[src/rtl/core/pcf_pkg.sv]
// Shared types, codes and small helpers for the Playfair digraph cipher.
// No dependencies; imported by every module of the block.
`default_nettype none

package pcf_pkg;

	localparam int LetterW = 5;
	localparam int Letters = 26;
	localparam int Cells = 25;

	localparam logic [LetterW-1:0] LETTER_I = 5'd8;
	localparam logic [LetterW-1:0] LETTER_J = 5'd9;
	localparam logic [LetterW-1:0] LETTER_X = 5'd23;
	localparam logic [LetterW-1:0] LETTER_LIMIT = 5'd26;
	localparam logic [LetterW-1:0] CELLS_FULL = 5'd25;
	localparam logic [LetterW-1:0] LAST_LETTER = 5'd25;

	// used flags after reset: only j is marked
	localparam logic [Letters-1:0] USED_RESET = 26'(1) << LETTER_J;

	// input kinds
	localparam logic [1:0] KIND_KEY = 2'd0;
	localparam logic [1:0] KIND_END = 2'd1;
	localparam logic [1:0] KIND_MSG = 2'd2;
	localparam logic [1:0] KIND_RSVD = 2'd3;

	// configuration register indexes
	localparam logic [0:0] REG_DECRYPT = 1'b0;
	localparam logic [0:0] REG_FILLER = 1'b1;

	typedef enum logic [2:0] {
		ST_IDLE,
		ST_FILL,
		ST_POS,
		ST_SQ,
		ST_EMX,
		ST_EMY
	} pcf_state_t;

	// controller to datapath
	typedef struct packed {
		logic accept;
		logic fill_step;
		logic rd_pos;
		logic rd_sq;
		logic emit_x;
		logic emit_y;
		logic final_word;
		logic sel;
	} pcf_cmd_t;

	// datapath to controller
	typedef struct packed {
		logic       start_fill;
		logic [1:0] npairs;
		logic       two_pairs;
		logic       fill_done;
		logic       out_free;
		logic       key_ready;
	} pcf_stat_t;

	function automatic logic [LetterW-1:0] fold(input logic [LetterW-1:0] v);
		return (v == LETTER_J) ? LETTER_I : v;
	endfunction

	function automatic logic [2:0] inc5(input logic [2:0] v);
		return (v == 3'd4) ? 3'd0 : v + 3'd1;
	endfunction

	function automatic logic [2:0] dec5(input logic [2:0] v);
		return (v == 3'd0) ? 3'd4 : v - 3'd1;
	endfunction

	// row-major cell address: row*5 + col
	function automatic logic [LetterW-1:0] cell_addr(input logic [2:0] r, input logic [2:0] c);
		return {r, 2'b00} + {2'b00, r} + {2'b00, c};
	endfunction

endpackage

`default_nettype wire

[src/rtl/core/playfair_digraph_cipher.sv]
// Top level of the Playfair digraph cipher: controller plus datapath.
// Depends on pcf_pkg, pcf_ctrl and pcf_datapath.
//
//  channel  | handshake              | words
//  ---------+------------------------+----------------------------
//  item     | item_valid/item_stall  | kind, letter, last
//  result   | res_valid/res_stall    | out_letter, run_end
//  config   | cfg_we (no wait)       | cfg_index, cfg_data
//
// One item at a time. Key letters and ignored items are done once accepted;
// key end then runs the fill, one alphabet letter tried per cycle. A message
// item, once accepted, runs a position read, a square read and two words out
// through the output register per digraph (zero to two); res_stall can hold it.
// Reset clears control state only; the square and position memories need no
// clearing pass since they are always written before they are read.
`default_nettype none

module playfair_digraph_cipher (
	input  wire logic                        clk,
	input  wire logic                        arst_n,
	input  wire logic                        item_valid,
	output logic                             item_stall,
	input  wire logic [1:0]                  kind,
	input  wire logic [pcf_pkg::LetterW-1:0] letter,
	input  wire logic                        last,
	output logic                             res_valid,
	input  wire logic                        res_stall,
	output logic [pcf_pkg::LetterW-1:0]      out_letter,
	output logic                             run_end,
	input  wire logic                        cfg_we,
	input  wire logic [0:0]                  cfg_index,
	input  wire logic [pcf_pkg::LetterW-1:0] cfg_data
);
	import pcf_pkg::*;

	pcf_cmd_t  cmd;
	pcf_stat_t stat;

	pcf_ctrl u_ctrl (
		.clk        (clk),
		.arst_n     (arst_n),
		.item_valid (item_valid),
		.item_stall (item_stall),
		.stat       (stat),
		.cmd        (cmd)
	);

	pcf_datapath u_dp (
		.clk        (clk),
		.arst_n     (arst_n),
		.cmd        (cmd),
		.stat       (stat),
		.kind       (kind),
		.letter     (letter),
		.last       (last),
		.cfg_we     (cfg_we),
		.cfg_index  (cfg_index),
		.cfg_data   (cfg_data),
		.out_letter (out_letter),
		.run_end    (run_end),
		.res_valid  (res_valid),
		.res_stall  (res_stall)
	);

	// no datapath work while the item side is open
	a_idle_quiet: assert property (@(posedge clk) disable iff (!arst_n)
		!item_stall |-> !(cmd.rd_pos || cmd.rd_sq || cmd.emit_x || cmd.emit_y || cmd.fill_step))
		else $error("datapath busy while accepting items");

	// digraphs are only looked up once the key square is complete
	a_key_before_lookup: assert property (@(posedge clk) disable iff (!arst_n)
		cmd.rd_pos |-> stat.key_ready)
		else $error("position lookup before key ready");

	// a new result word only appears after an emit command
	a_word_source: assert property (@(posedge clk) disable iff (!arst_n)
		$rose(res_valid) |-> $past(cmd.emit_x || cmd.emit_y))
		else $error("result word without emit");

	// emit never overwrites a word still waiting
	a_emit_free: assert property (@(posedge clk) disable iff (!arst_n)
		(cmd.emit_x || cmd.emit_y) |-> (!res_valid || !res_stall))
		else $error("emit into a stalled output register");

endmodule

`default_nettype wire

[src/rtl/core/pcf_ctrl.sv]
// Controller state machine for the Playfair cipher: sequences key fill and
// the read/transform/emit steps of each digraph. Depends on pcf_pkg.
`default_nettype none

module pcf_ctrl (
	input  wire logic              clk,
	input  wire logic              arst_n,
	input  wire logic              item_valid,
	output logic                   item_stall,
	input  wire pcf_pkg::pcf_stat_t stat,
	output pcf_pkg::pcf_cmd_t      cmd
);
	import pcf_pkg::*;

	pcf_state_t state_q, state_d;
	logic       sel_q, sel_d;

	// state register
	always_ff @(posedge clk or negedge arst_n) begin
		if (!arst_n) begin
			state_q <= ST_IDLE;
			sel_q <= 1'b0;
		end else begin
			state_q <= state_d;
			sel_q <= sel_d;
		end
	end

	// next state and commands
	always_comb begin
		state_d = state_q;
		sel_d = sel_q;
		cmd = '0;
		cmd.sel = sel_q;
		item_stall = 1'b1;
		case (state_q)
			ST_IDLE: begin
				item_stall = 1'b0;
				cmd.accept = item_valid;
				if (item_valid) begin
					sel_d = 1'b0;
					if (stat.start_fill) begin
						state_d = ST_FILL;
					end else if (stat.npairs != 2'd0) begin
						state_d = ST_POS;
					end
				end
			end
			ST_FILL: begin
				cmd.fill_step = 1'b1;
				if (stat.fill_done) begin
					state_d = ST_IDLE;
				end
			end
			ST_POS: begin
				cmd.rd_pos = 1'b1;
				state_d = ST_SQ;
			end
			ST_SQ: begin
				cmd.rd_sq = 1'b1;
				state_d = ST_EMX;
			end
			ST_EMX: begin
				if (stat.out_free) begin
					cmd.emit_x = 1'b1;
					state_d = ST_EMY;
				end
			end
			ST_EMY: begin
				cmd.final_word = !(stat.two_pairs && !sel_q);
				if (stat.out_free) begin
					cmd.emit_y = 1'b1;
					if (stat.two_pairs && !sel_q) begin
						sel_d = 1'b1;
						state_d = ST_POS;
					end else begin
						state_d = ST_IDLE;
					end
				end
			end
			default: begin
				state_d = ST_IDLE;
			end
		endcase
	end

endmodule

`default_nettype wire

[src/rtl/core/pcf_datapath.sv]
// Datapath for the Playfair cipher: key square and position memories, used
// flags, pending letter, digraph rules and the output register. Uses pcf_pkg.
`default_nettype none

module pcf_datapath (
	input  wire logic                        clk,
	input  wire logic                        arst_n,
	input  wire pcf_pkg::pcf_cmd_t           cmd,
	output pcf_pkg::pcf_stat_t               stat,
	input  wire logic [1:0]                  kind,
	input  wire logic [pcf_pkg::LetterW-1:0] letter,
	input  wire logic                        last,
	input  wire logic                        cfg_we,
	input  wire logic [0:0]                  cfg_index,
	input  wire logic [pcf_pkg::LetterW-1:0] cfg_data,
	output logic [pcf_pkg::LetterW-1:0]      out_letter,
	output logic                             run_end,
	output logic                             res_valid,
	input  wire logic                        res_stall
);
	import pcf_pkg::*;

	// configuration
	logic               decrypt_q;
	logic [LetterW-1:0] filler_q;

	// key state
	logic [LetterW-1:0] sq_mem [Cells];
	logic [5:0]         pos_mem [Letters];
	logic [Letters-1:0] used_q;
	logic [LetterW-1:0] cells_q;
	logic [2:0]         row_q, col_q;
	logic               key_ready_q;
	logic [LetterW-1:0] k_q;

	// message state
	logic               pend_valid_q;
	logic [LetterW-1:0] pend_q;
	logic [LetterW-1:0] a0_q, b0_q, a1_q, b1_q;
	logic               two_q;

	// read pipeline
	logic [5:0]         pa_s1, pb_s1;
	logic [LetterW-1:0] x_s2, y_s2;

	// output register
	logic               res_valid_q;
	logic               run_end_q;
	logic [LetterW-1:0] out_letter_q;

	// item decode
	logic               legal, is_key, is_end, is_msg;
	logic [LetterW-1:0] v, fill;
	logic               differ;
	logic [1:0]         np;
	logic [LetterW-1:0] a0_d, b0_d;
	logic               pend_valid_d;

	always_comb begin
		legal = (letter < LETTER_LIMIT) && (kind != KIND_RSVD);
		v = fold(letter);
		is_key = legal && (kind == KIND_KEY);
		is_end = legal && (kind == KIND_END);
		is_msg = legal && (kind == KIND_MSG) && key_ready_q;
		fill = (filler_q >= LETTER_LIMIT) ? LETTER_X : fold(filler_q);
		differ = pend_valid_q && (pend_q != v);
		a0_d = pend_q;
		b0_d = v;
		if (decrypt_q) begin
			np = {1'b0, pend_valid_q};
			pend_valid_d = !pend_valid_q && !last;
		end else if (differ) begin
			np = 2'd1;
			pend_valid_d = 1'b0;
		end else begin
			np = {1'b0, pend_valid_q} + {1'b0, last};
			pend_valid_d = !last;
			b0_d = fill;
			if (!pend_valid_q) begin
				a0_d = v;
			end
		end
	end

	// shared place unit, with the clear of a new key folded in
	logic               clr_key, place_en, do_place;
	logic [LetterW-1:0] place_v;
	logic [Letters-1:0] used_base;
	logic [LetterW-1:0] cells_base;
	logic [2:0]         row_base, col_base;

	always_comb begin
		clr_key = cmd.accept && is_key && key_ready_q;
		used_base = clr_key ? USED_RESET : used_q;
		cells_base = clr_key ? '0 : cells_q;
		row_base = clr_key ? '0 : row_q;
		col_base = clr_key ? '0 : col_q;
		place_en = (cmd.accept && is_key) || cmd.fill_step;
		place_v = cmd.fill_step ? k_q : v;
		do_place = place_en && !used_base[place_v] && (cells_base != CELLS_FULL);
	end

	// control state
	always_ff @(posedge clk or negedge arst_n) begin
		if (!arst_n) begin
			decrypt_q <= 1'b0;
			filler_q <= LETTER_X;
			used_q <= USED_RESET;
			cells_q <= '0;
			row_q <= '0;
			col_q <= '0;
			key_ready_q <= 1'b0;
			k_q <= '0;
			pend_valid_q <= 1'b0;
			pend_q <= '0;
			two_q <= 1'b0;
			res_valid_q <= 1'b0;
		end else begin
			if (cfg_we) begin
				case (cfg_index)
					REG_DECRYPT: decrypt_q <= cfg_data[0];
					REG_FILLER:  filler_q <= cfg_data;
					default:     ;
				endcase
			end
			if (place_en) begin
				used_q <= used_base | (do_place ? (26'(1) << place_v) : '0);
				cells_q <= do_place ? cells_base + 5'd1 : cells_base;
				if (do_place) begin
					col_q <= (col_base == 3'd4) ? 3'd0 : col_base + 3'd1;
					row_q <= (col_base == 3'd4) ? row_base + 3'd1 : row_base;
				end else begin
					col_q <= col_base;
					row_q <= row_base;
				end
			end
			if (clr_key) begin
				key_ready_q <= 1'b0;
				pend_valid_q <= 1'b0;
				pend_q <= '0;
			end
			if (cmd.accept && is_end) begin
				k_q <= '0;
				pend_valid_q <= 1'b0;
				pend_q <= '0;
			end
			if (cmd.fill_step) begin
				k_q <= k_q + 5'd1;
				if (k_q == LAST_LETTER) begin
					key_ready_q <= 1'b1;
				end
			end
			if (cmd.accept && is_msg) begin
				pend_valid_q <= pend_valid_d;
				pend_q <= pend_valid_d ? v : '0;
				two_q <= np == 2'd2;
			end
			// output register
			if (cmd.emit_x || cmd.emit_y) begin
				res_valid_q <= 1'b1;
			end else if (!res_stall) begin
				res_valid_q <= 1'b0;
			end
		end
	end

	// pair operands
	always_ff @(posedge clk) begin
		if (cmd.accept && is_msg) begin
			a0_q <= a0_d;
			b0_q <= b0_d;
			a1_q <= v;
			b1_q <= fill;
		end
	end

	// key memories, one write per cycle
	always_ff @(posedge clk) begin
		if (do_place) begin
			sq_mem[cells_base] <= place_v;
			pos_mem[place_v] <= {row_base, col_base};
		end
	end

	// position lookup, registered
	always_ff @(posedge clk) begin
		if (cmd.rd_pos) begin
			pa_s1 <= pos_mem[cmd.sel ? a1_q : a0_q];
			pb_s1 <= pos_mem[cmd.sel ? b1_q : b0_q];
		end
	end

	// digraph rules: row, column, rectangle
	logic [2:0]         r1, c1, r2, c2, sr1, sc1, sr2, sc2;
	logic [LetterW-1:0] ax, ay;

	always_comb begin
		r1 = pa_s1[5:3];
		c1 = pa_s1[2:0];
		r2 = pb_s1[5:3];
		c2 = pb_s1[2:0];
		sr1 = decrypt_q ? dec5(r1) : inc5(r1);
		sc1 = decrypt_q ? dec5(c1) : inc5(c1);
		sr2 = decrypt_q ? dec5(r2) : inc5(r2);
		sc2 = decrypt_q ? dec5(c2) : inc5(c2);
		if (r1 == r2) begin
			ax = cell_addr(r1, sc1);
			ay = cell_addr(r2, sc2);
		end else if (c1 == c2) begin
			ax = cell_addr(sr1, c1);
			ay = cell_addr(sr2, c2);
		end else begin
			ax = cell_addr(r1, c2);
			ay = cell_addr(r2, c1);
		end
	end

	// square lookup, registered
	always_ff @(posedge clk) begin
		if (cmd.rd_sq) begin
			x_s2 <= sq_mem[ax];
			y_s2 <= sq_mem[ay];
		end
	end

	// output word payload
	always_ff @(posedge clk) begin
		if (cmd.emit_x) begin
			out_letter_q <= x_s2;
			run_end_q <= 1'b0;
		end else if (cmd.emit_y) begin
			out_letter_q <= y_s2;
			run_end_q <= cmd.final_word;
		end
	end

	assign out_letter = out_letter_q;
	assign run_end = run_end_q;
	assign res_valid = res_valid_q;

	always_comb begin
		stat.start_fill = is_end;
		stat.npairs = is_msg ? np : 2'd0;
		stat.two_pairs = two_q;
		stat.fill_done = k_q == LAST_LETTER;
		stat.out_free = !res_valid_q || !res_stall;
		stat.key_ready = key_ready_q;
	end

endmodule

`default_nettype wire
[config.mk]
export PLATFORM = sky130hd
export DESIGN_NAME = playfair_digraph_cipher
export DESIGN_NICKNAME = d
export VERILOG_FILES = /design/src/rtl/core/pcf_pkg.sv /design/src/rtl/core/playfair_digraph_cipher.sv /design/src/rtl/core/pcf_ctrl.sv /design/src/rtl/core/pcf_datapath.sv
export SDC_FILE = /design/constraint.sdc
export NUM_CORES = 1
export LEC_CHECK = 0
export BUFFER_PORTS_ARGS = -buffer_cell sky130_fd_sc_hd__buf_2
export CORE_MARGIN = 3
export CORE_UTILIZATION = 40
export CTS_BUF_LIST = sky130_fd_sc_hd__clkbuf_16
export DETAILED_ROUTE_END_ITERATION = 10
export GPL_ROUTABILITY_DRIVEN = 1
export PLACE_DENSITY = 0.56
export SETUP_SLACK_MARGIN = 0.15
export SLEW_MARGIN = 20
export SYNTH_ARGS = -nofsm -noshare
export SYNTH_HDL_FRONTEND = slang
export SYNTH_HIERARCHICAL = 1
export SYNTH_SLANG_ARGS = --single-unit
[constraint.sdc]
create_clock -name clk -period 6.75 [get_ports clk]
set_clock_uncertainty 0.05 [all_clocks]
set_input_delay 0 -clock clk [delete_from_list [all_inputs] [get_ports clk]]
set_output_delay 0 -clock clk [all_outputs]
set_load 0.1 [all_outputs]
==> flow_summary.json, run 1 <==
{
  "vias": 13217,
  "cts_repair_resize_count": 0,
  "status": "completed",
  "cts_made_buffers": 45,
  "min_from": "letter[0]",
  "final_cells": 2242,
  "setup_viol": 0,
  "clk_pin_slew_ns": 0.06,
  "dieArea_um2": 53700,
  "place_area_um2": 21300,
  "crit_type": "register to register",
  "hp-class": "input pin to register",
  "clkSinkCount": 390,
  "cp.required_ns": 7.08,
  "drt-vias-per-instance": 5.90,
  "wl_um": 54700,
  "start_util_pct": 40.6,
  "yosys_warnings": 6,
  "r2r_start": "u_dp/pb_s1[4]",
  "power_density_nw_per_um2": 430,
  "synthCells": 1498,
  "core-area_um2": 50300,
  "fin_crit_sh_pct": 83.8,
  "setup_tns_ns": 0,
  "crit_path_max_incr_delay_ns": 0.60,
  "grt_use_total_pct": 20.6,
  "nets": 1613,
  "start_kind": "register",
  "hold_viol_final": 0,
  "layout-drive-gt1-share_pct": 19.8,
  "globalplace.congestion": 0.855,
  "overflow": 0,
  "critPathSlowestCell": "a31oi_1",
  "syn_area_per_cell_um2": 13.6,
  "grt_max_degree": 62,
  "detail-route-antenna-nets": 0,
  "fin_crit_ns": 5.66,
  "drc_errors": 0,
  "dp_cells": 2139,
  "rsz0062_at_grt": "false",
  "num_antenna_cells": 0,
  "relSlewSlack_pct": 21.0,
  "slew_violations": 0,
  "ctsRootBufferMaster": "clkbuf_16",
  "crit_path_end_kind": "register",
  "startpoint": "u_dp/pb_s1[4]",
  "fill_cells": 4485,
  "fin_area_um2": 23000,
  "wl_per_cell_um": 24.4,
  "cts_tree": "built",
  "drv_cap": 0,
  "io_buffers": 26,
  "die_h_um": 232,
  "antenna_found_initial": 1,
  "place_hpwl_um": 38200,
  "area_growth_pct": 12.8,
  "crit_fanout": 8,
  "worst_skew_pair.late_latency_ns": 0.59,
  "die_w_um": 232,
  "pin_count": 27,
  "grt_pass1_wl_um": 83200,
  "grt_pass1_vias": 13258,
  "worst_pin_slew_ns": 1.18,
  "first_pass_iters": 5,
  "rows": 82,
  "dr.first_iter.drc_count": 1170,
  "path_cells": "inv_1 -> ha_1 -> or2_0 -> mux4_2 -> inv_1 -> fa_1 -> fa_1 -> or4_1 -> a31oi_1 -> nand2_1 -> nor2_1 -> a22o_1 -> nor4b_1 -> a22oi_1",
  "p_leak_nw": 8.30,
  "clock_path_buffers": 3,
  "synthesis.area_um2": 20400,
  "arrival_ns": 5.99,
  "fmax_mhz": 177,
  "syn_nets": 1574,
  "vdd_ir_drop_max_uv": 271,
  "htree_num_levels": 2
}
sequential cells by signal, indices dropped and copies added (netlist names), 3 cells and up:
register,count
u_dp/pend_q,5
u_dp/pos_mem,156
u_dp/pa_s1,6
u_dp/out_letter,5
u_dp/x_s2,5
u_dp/cells_q,5
u_dp/filler_q,5
u_dp/row_q,3
u_dp/a1_q,5
u_dp/used_q,26
u_dp/sq_mem,125
u_dp/b0_q,5
u_dp/b1_q,5
u_dp/a0_q,5
u_dp/y_s2,5
u_dp/pb_s1,6
u_dp/k_q,5
u_ctrl/state_q,3
u_dp/col_q,3
layer usage:
metal	share of wire [%]	vias to the layer above	GRT usage (%)
met5	0.020	-	0
li1	-	5889	-
met4	2.9	2	5.98
met3	6.4	97	3.84
met2	46	435	31.9
met1	45	6794	29.7
power by group:
| group | switching (mW) | internal, mW | leakage [nW] |
|---|---|---|---|
| Combinational | 2.69 | 1.55 | 3.83 |
| Sequential | 0.215 | 3.13 | 3.75 |
| Clock | 0.980 | 1.33 | 0.719 |
| Total | 3.88 | 6.01 | 8.30 |
cell type report:
cell class              instances  area, um2  area share, %
well taps                     672        841           3.66
repair buffers                 80        593           2.58
clock buffers                  45       1130           4.90
clock inverters                35        283           1.23
multi-input cells             981       8600           37.4
flip-flops and latches        390      11400           49.6
inverters                      39        146          0.637
final timing paths:
kind                                   end  slack (ns)  cells past startpoint
hold reg to reg            u_dp/used_q[12]        0.43                      1
setup reg to reg              u_dp/y_s2[4]        1.09                     14
setup / recovery              u_dp/y_s2[4]        1.09                     14
min in group asynchronous   u_dp/decrypt_q        0.09                      3
max in group asynchronous  u_dp/cells_q[2]        5.95                      3
hold / removal                u_dp/a1_q[0]        0.03                      2
cells in the final DEF (no fill, tap or decap), types with 26 or more instances in the layout:
cell and n:
buf_2 26, mux2_2 62, nand2_1 124, mux2i_1 108, edfxtp_1 328, nor3_1 27
inv_1 47, dfrtp_1 56, a21oi_1 40, nor2_1 87, clkbuf_16 45, o21ai_0 45
mux4_2 85, ha_1 49, buf_4 31
through the flow:
step | total power [mW] | utilization [%] | worst slack, ns | hold WS, ns
3_5_place_dp | 7.57 | 42.4 | 1.05 | 0.194
6_report | 9.89 | 45.7 | 1.09 | 0.0316
2_1_floorplan | 6.32 | - | 2.43 | -0.346
5_1_grt | 10.5 | 45.7 | 0.840 | 0.0383
3_3_place_gp | 7.53 | 42.4 | 1.17 | 0.184
4_1_cts | 9.93 | 45.7 | 1.02 | 0.0157
worst max-delay path: cells and delay by family, from the launching register on:
family	cells	cell delay (ns)
simple gates	5	1.74
fa+ha+maj	3	1.19
compound gates	3	1.13
flops	1	0.59
mux	1	0.48
buf+inv	2	0.27
what timing repair did:
action                    in CTS  in global routing
hold buffers                  23                  0
buffers inserted               0                  0
hold endpoints to repair      90                  0
No activity file was read; power rests on OpenSTA's default activity.
==> run 2, diff against run 1 <==
Settings changed: PLACE_DENSITY 0.56 to 0.58.
Clock period 6.75 ns to 4.9 ns, I/O delays scaled along.
==> run 2 against run 1 <==
Effect of this change: combinational power is 45% higher; register-to-register slack worse by 0.73 ns; clock power is 48% higher.
==> flow_summary.json, run 2 (synthesized netlist as in run 1, its figures left out) <==
{
  "htree_num_levels": 2,
  "layout-drive-gt1-share_pct": 23.0,
  "grt_use_total_pct": 20.8,
  "first_pass_iters": 5,
  "detail-route-antenna-nets": 0,
  "cp.required_ns": 5.31,
  "cp.buffers_inverters": 2,
  "fin_hold_ws_ns": 0.0362,
  "drt-vias-per-instance": 5.83,
  "fill_cells": 4426,
  "setup_tns_ns": 0,
  "drv_cap": 0,
  "hp-class": "input pin to asynchronous set/reset pin",
  "clk_pin_slew_ns": 0.06,
  "io_buffers": 26,
  "largest_register_ffs": 156,
  "power.share.sequential_pct": 32.4,
  "vdd_ir_drop_max_uv": 293,
  "dieArea_um2": 53700,
  "rsz0062_at_grt": "true",
  "relSlewSlack_pct": 27.5,
  "ctsRootBufferMaster": "clkbuf_16",
  "crit_fanout": 6,
  "vias": 13397,
  "dp_cells": 2196,
  "fmax_mhz": 220,
  "antenna_found_initial": 1,
  "worst_skew_pair.late_latency_ns": 0.58,
  "critPathSlowestCell": "or4_1",
  "rows": 82,
  "crit_path_end_kind": "register",
  "nets": 1668,
  "place_area_um2": 21800,
  "fin_crit_sh_pct": 92.6,
  "crit_type": "register to register",
  "cts_tree": "built",
  "worst_pin_slew_ns": 1.09,
  "hold_viol_final": 0,
  "core-area_um2": 50300,
  "status": "completed",
  "grt_pass1_vias": 13309,
  "setup_viol": 0,
  "power.internal_mw": 8.70,
  "fin_crit_ns": 4.54,
  "arrival_ns": 4.94,
  "top_register": "u_dp/pos_mem",
  "die_h_um": 232,
  "p_leak_nw": 8.67,
  "p_sw_share_pct": 38.6,
  "clockPowerShare_pct": 24.2,
  "cp_top_family": "adder cells",
  "path_cells": "inv_1 -> ha_1 -> or2_0 -> mux4_2 -> inv_1 -> fa_1 -> fa_1 -> or4_1 -> a31oi_2 -> nand2_1 -> o22ai_1 -> o22a_1 -> mux2_2",
  "overflow": 0,
  "globalplace.congestion": 0.880,
  "total_power_mw": 14.2,
  "cts_made_buffers": 42,
  "pin_count": 27,
  "power_density_nw_per_um2": 600,
  "start_kind": "register",
  "final_common_cell": "edfxtp_1",
  "top_regs": "u_dp/pos_mem (156), u_dp/sq_mem (125), u_dp/used_q (26)",
  "clock_path_buffers": 3,
  "slew_violations": 0,
  "multiInputGateArea_um2": 8620,
  "dr.first_iter.drc_count": 1185,
  "die_w_um": 232,
  "cts_setup_buffers": 0,
  "p_sw_mw": 5.46,
  "start_util_pct": 40.6,
  "drc_errors": 0,
  "grt_pass1_wl_um": 84300,
  "pwr-share-comb_pct": 43.4,
  "regArea_um2": 11400,
  "grt_max_degree": 62,
  "wl_um": 55300,
  "fin_area_um2": 23600,
  "crit_path_max_incr_delay_ns": 0.57,
  "final_cell_mix": "edfxtp_1 (328), nand2_1 (123), mux2i_1 (107), buf_4 (86), nor2_1 (86)",
  "wl_per_cell_um": 24.1,
  "place_hpwl_um": 38300,
  "area_growth_pct": 15.6,
  "final_cells": 2299,
  "clkSinkCount": 390
}
run 2: cell types whose count changed in the layout (fill, tap and decap cells not counted), moves of 3 or more:
cell / before / now
buf_12: 0 / 3
clkinv_1: 12 / 5
buf_4: 31 / 86
bufinv_16: 3 / 9
run 2: timing repair:
| action | CTS | global route |
|---|---|---|
| hold buffers | 24 | 0 |
| endpoints found under the hold margin | 93 | 0 |
| endpoints found under the setup margin | 62 | 121 |
| resized for setup | 1 | 8 |
run 2: power by group through the flow:
| stage | clock [mW] | sequential [mW] | combinational, mW |
|---|---|---|---|
| 2_1_floorplan | 0 | 4.61 | 4.10 |
| 3_3_place_gp | 0 | 4.64 | 5.94 |
| 3_5_place_dp | 0 | 4.65 | 6.00 |
| 4_1_cts | 3.51 | 4.58 | 6.05 |
| 5_1_grt | 3.64 | 4.63 | 6.63 |
| 6_report | 3.43 | 4.58 | 6.14 |
run 2: layout make-up:
type / count / share of cell area [%]
Multi-Input combinational cell: 981 / 36.6
Sequential cell: 390 / 48.4
Clock buffer: 43 / 4.56
Tap cell: 672 / 3.57
Inverter: 39 / 0.621
Clock inverter: 35 / 1.76
Timing Repair Buffer: 138 / 4.54
Antenna cell: 1 / 0.0106
run 2: path summary, 6_finish.rpt:
path,startpoint,to,slack (ns),cells after the start
min reg2reg,u_dp/used_q[25],u_dp/used_q[25],0.43,1
max reg2reg,u_dp/pb_s1[3],u_dp/y_s2[1],0.36,13
min,arst_n,u_dp/used_q[15],0.04,2
max,u_dp/pb_s1[3],u_dp/y_s2[1],0.36,13
max in group asynchronous,arst_n,u_dp/decrypt_q,4.14,2
min in group clk,cfg_data[0],u_dp/filler_q[0],0.20,3
run 2: routing by layer:
metal  track usage [%]  wire, um  up-vias
li1                  -         -     6005
met5                 0         0        -
met1              30.7     25000     6815
met4              5.75      1280        0
met2              31.8     25300      495
met3              3.58      3640       82
run 2: worst register-to-register path, delay by kind of cell (launching register included):
kind | cells | cell delay, ns
mux | 2 | 0.63
simple gates | 3 | 1.05
flops | 1 | 0.43
compound gates | 3 | 0.94
fa+ha+maj | 3 | 1.15
buf+inv | 2 | 0.18
run 2: metrics by stage:
stage	utilization (%)	setup WS (ns)
finish	46.9	0.364
floorplan	-	0.578
CTS	46.8	0.172
detailed placement	43.3	0.0800
global route	46.9	0.126
global placement	43.3	0.218
==> run 3, diff against run 2 <==
Settings changed: RECOVER_POWER set to 25, SYNTH_HIERARCHICAL 1 to not set.
==> run 3 against run 2 <==
Effect of this change: the flow now finishes with violations (max-capacitance violations, max-slew violations); worst hold slack improved by 0.18 ns; clock-buffer cell count stayed put; global-route usage down 0.66 points; die area grew 0.93%.
==> flow_summary.json, run 3 <==
{
  "power_density_nw_per_um2": 659,
  "place_ws_ns": 0.418,
  "top_register": "u_dp.pos_mem",
  "p_leak_nw": 8.75,
  "fill_cells": 4475,
  "synthTopCellsByCount": "edfxtp_1 (328), nand2_1 (141), mux2i_1 (100), mux4_2 (82), a21oi_1 (66)",
  "status": "finished, violations left",
  "synthCells": 1537,
  "top_regs": "u_dp.pos_mem (156), u_dp.sq_mem (125), u_dp.used_q (26)",
  "cp.required_ns": 5.16,
  "wl_per_cell_um": 23.0,
  "crit_top_cell": "inv_1",
  "dieArea_um2": 54200,
  "area_growth_pct": 15.1,
  "synthesis.area_um2": 20600,
  "wl_um": 54000,
  "drc_errors": 0,
  "largest_register_ffs": 156,
  "fin_ws_ns": 0.422,
  "crit_path_max_incr_delay_ns": 0.55,
  "final_common_cell": "edfxtp_1",
  "vias": 13680,
  "syn_nets": 1615,
  "fmax_mhz": 223,
  "fin_crit_ns": 4.48,
  "grt_pass1_vias": 14049,
  "nets": 1720,
  "worst_skew_pair.late_latency_ns": 0.58,
  "clock_path_buffers": 3,
  "yosysMostFrequentCell": "edfxtp_1",
  "grt_pass1_wl_um": 83700,
  "cts_made_buffers": 43,
  "dr.first_iter.drc_count": 1391,
  "worst_pin_slew_ns": 3.54,
  "die_h_um": 233,
  "grt_use_total_pct": 20.1,
  "clk_pin_slew_ns": 0.06,
  "place_hpwl_um": 36900,
  "synth.top_cell.area_share_pct": 47.9,
  "synth-seq-cells": 390,
  "setup_viol": 0,
  "overflow": 0,
  "fin_crit_sh_pct": 91.4,
  "synth-edff-count": 328,
  "ys_types": 82,
  "start_util_pct": 40.8,
  "yosys.area.top_type": "edfxtp_1",
  "cts_tree": "built",
  "cp.buffers_inverters": 4,
  "synthTopCellsByArea": "edfxtp_1 (48%), mux4_2 (9.0%), dfrtp_1 (6.8%)",
  "htree_num_levels": 2,
  "globalplace.congestion": 0.891,
  "io_buffers": 26,
  "final_cells": 2348,
  "start_kind": "register",
  "drt-vias-per-instance": 5.83,
  "syn_area_per_cell_um2": 13.4,
  "hp-class": "input pin to register",
  "fin_util_pct": 46.9,
  "crit_fanout": 18,
  "grt_max_degree": 62,
  "failed_checks": "max-capacitance violations, max-slew violations",
  "setup_tns_ns": 0,
  "first_pass_iters": 5,
  "crit_type": "register to register",
  "pin_count": 27,
  "num_antenna_cells": 0,
  "antenna_found_initial": 0,
  "total_power_mw": 15.6,
  "async_flop_share_pct": 15.6,
  "dp_cells": 2239,
  "arrival_ns": 4.74,
  "vdd_ir_drop_max_uv": 362,
  "cp_top_family": "adder cells",
  "detail-route-antenna-nets": 0,
  "hold_viol_final": 0,
  "relSlewSlack_pct": -136,
  "synth-main-ff-cell": "edfxtp_1",
  "ctsRootBufferMaster": "clkbuf_16",
  "rsz0062_at_grt": "false",
  "crit_path_end_kind": "register",
  "yosys_warnings": 0,
  "die_w_um": 233,
  "final_cell_mix": "edfxtp_1 (328), nand2_1 (141), mux2i_1 (92), buf_4 (92), mux4_2 (82)",
  "layout-drive-gt1-share_pct": 21.4,
  "critPathSlowestCell": "fa_1",
  "slew_violations": 75,
  "rows": 82,
  "seq_area_frac_synth_pct": 55.4,
  "path_cells": "inv_1 -> ha_1 -> or2_2 -> mux4_2 -> inv_1 -> fa_1 -> inv_1 -> fa_1 -> nand4_1 -> a31oi_4 -> buf_4 -> mux2i_1 -> o22ai_1 -> nor2_1 -> a21oi_1 -> a221o_1",
  "core-area_um2": 50500,
  "clkSinkCount": 390,
  "drv_cap": 2
}
run 3: cell count changes in the layout (fill, tap and decap cells not counted), moves of 12 or more:
cell      before  now
mux2i_1      107   92
and2_1        19    3
nor2_1        86   49
nand2_1      123  141
clkbuf_1       0   18
inv_1         47   60
o21ai_0       45   57
a21oi_1       40   66
o31ai_1        7   20
nor3_1        28   41
run 3: area by class of cell:
type / instances / area, um2 / share of cell area, %
Sequential cell: 390 / 11400 / 48.1
Multi-Input combinational cell: 999 / 8700 / 36.7
Timing Repair Buffer: 154 / 1160 / 4.89
Clock buffer: 43 / 1080 / 4.54
Tap cell: 672 / 841 / 3.55
Clock inverter: 36 / 308 / 1.30
Inverter: 54 / 203 / 0.856
run 3: metrics by stage:
| step | hold slack [ns] | instance area (um2) |
|---|---|---|
| after floorplan | -0.346 | 20600 |
| after global placement | 0.187 | 22100 |
| after detailed placement | 0.189 | 22100 |
| after CTS | 0.107 | 23700 |
| after global routing | 0.248 | 23700 |
| final | 0.213 | 23700 |
run 3: path summary, 6_finish.rpt:
check                      slack (ns)  depth (start not counted)          start               to
min                              0.21                          4      res_stall   u_dp.res_valid
min reg2reg                      0.42                          2   u_dp.run_end     u_dp.run_end
max                              0.42                         16  u_dp.pb_s1[4]     u_dp.y_s2[4]
min in group asynchronous        1.23                          3         arst_n  u_dp.used_q[16]
max in group asynchronous        1.57                          3         arst_n    u_dp.col_q[0]
max reg2reg                      0.42                         16  u_dp.pb_s1[4]     u_dp.y_s2[4]
run 3: logic make-up (layout without fill, tap and decap cells):
family | after synthesis | in the layout | share of synthesized area [%]
flip-flops | 390 | 390 | 55.4
AO/OA/AOI/OAI | 300 | 300 | 10.0
multiplexers | 239 | 239 | 17.0
buffers and inverters | 148 | 287 | 3.03
adder cells (fa/ha/maj) | 59 | 59 | 3.88
AND/OR/NAND/NOR | 358 | 358 | 8.88
XOR/XNOR | 43 | 43 | 1.83
run 3: report_power, final:
part	leakage (nW)	internal (mW)	total, mW	switching (mW)
Clock	0.707	1.86	3.20	1.33
Combinational	4.19	3.04	7.87	4.83
Sequential	3.84	4.29	4.55	0.262
Total	8.75	9.19	15.6	6.43
run 3: routing by layer:
| metal | vias up | track usage [%] | routed length [um] |
|---|---|---|---|
| li1 | 6197 | - | - |
| met1 | 6933 | 27.2 | 23100 |
| met2 | 458 | 33.5 | 26000 |
| met3 | 92 | 3.21 | 3350 |
| met4 | 0 | 6.37 | 1480 |
| met5 | - | 0 | 0 |
run 3: timing repair:
| action | in CTS | in global routing |
|---|---|---|
| setup endpoints to repair | 0 | 5 |
| gates resized for setup | 0 | 3 |
| hold endpoints to repair | 95 | 0 |
| setup buffers | 0 | 3 |
| hold buffers | 27 | 0 |
run 3: worst register-to-register path, delay by kind of cell, from the launching register on:
family / cells / cell delay [ns]
AND/OR/NAND/NOR: 3 / 0.50
buffers and inverters: 4 / 0.60
flip-flops: 1 / 0.42
AO/OA/AOI/OAI: 4 / 0.81
multiplexers: 2 / 0.50
adder cells (fa/ha/maj): 3 / 1.33
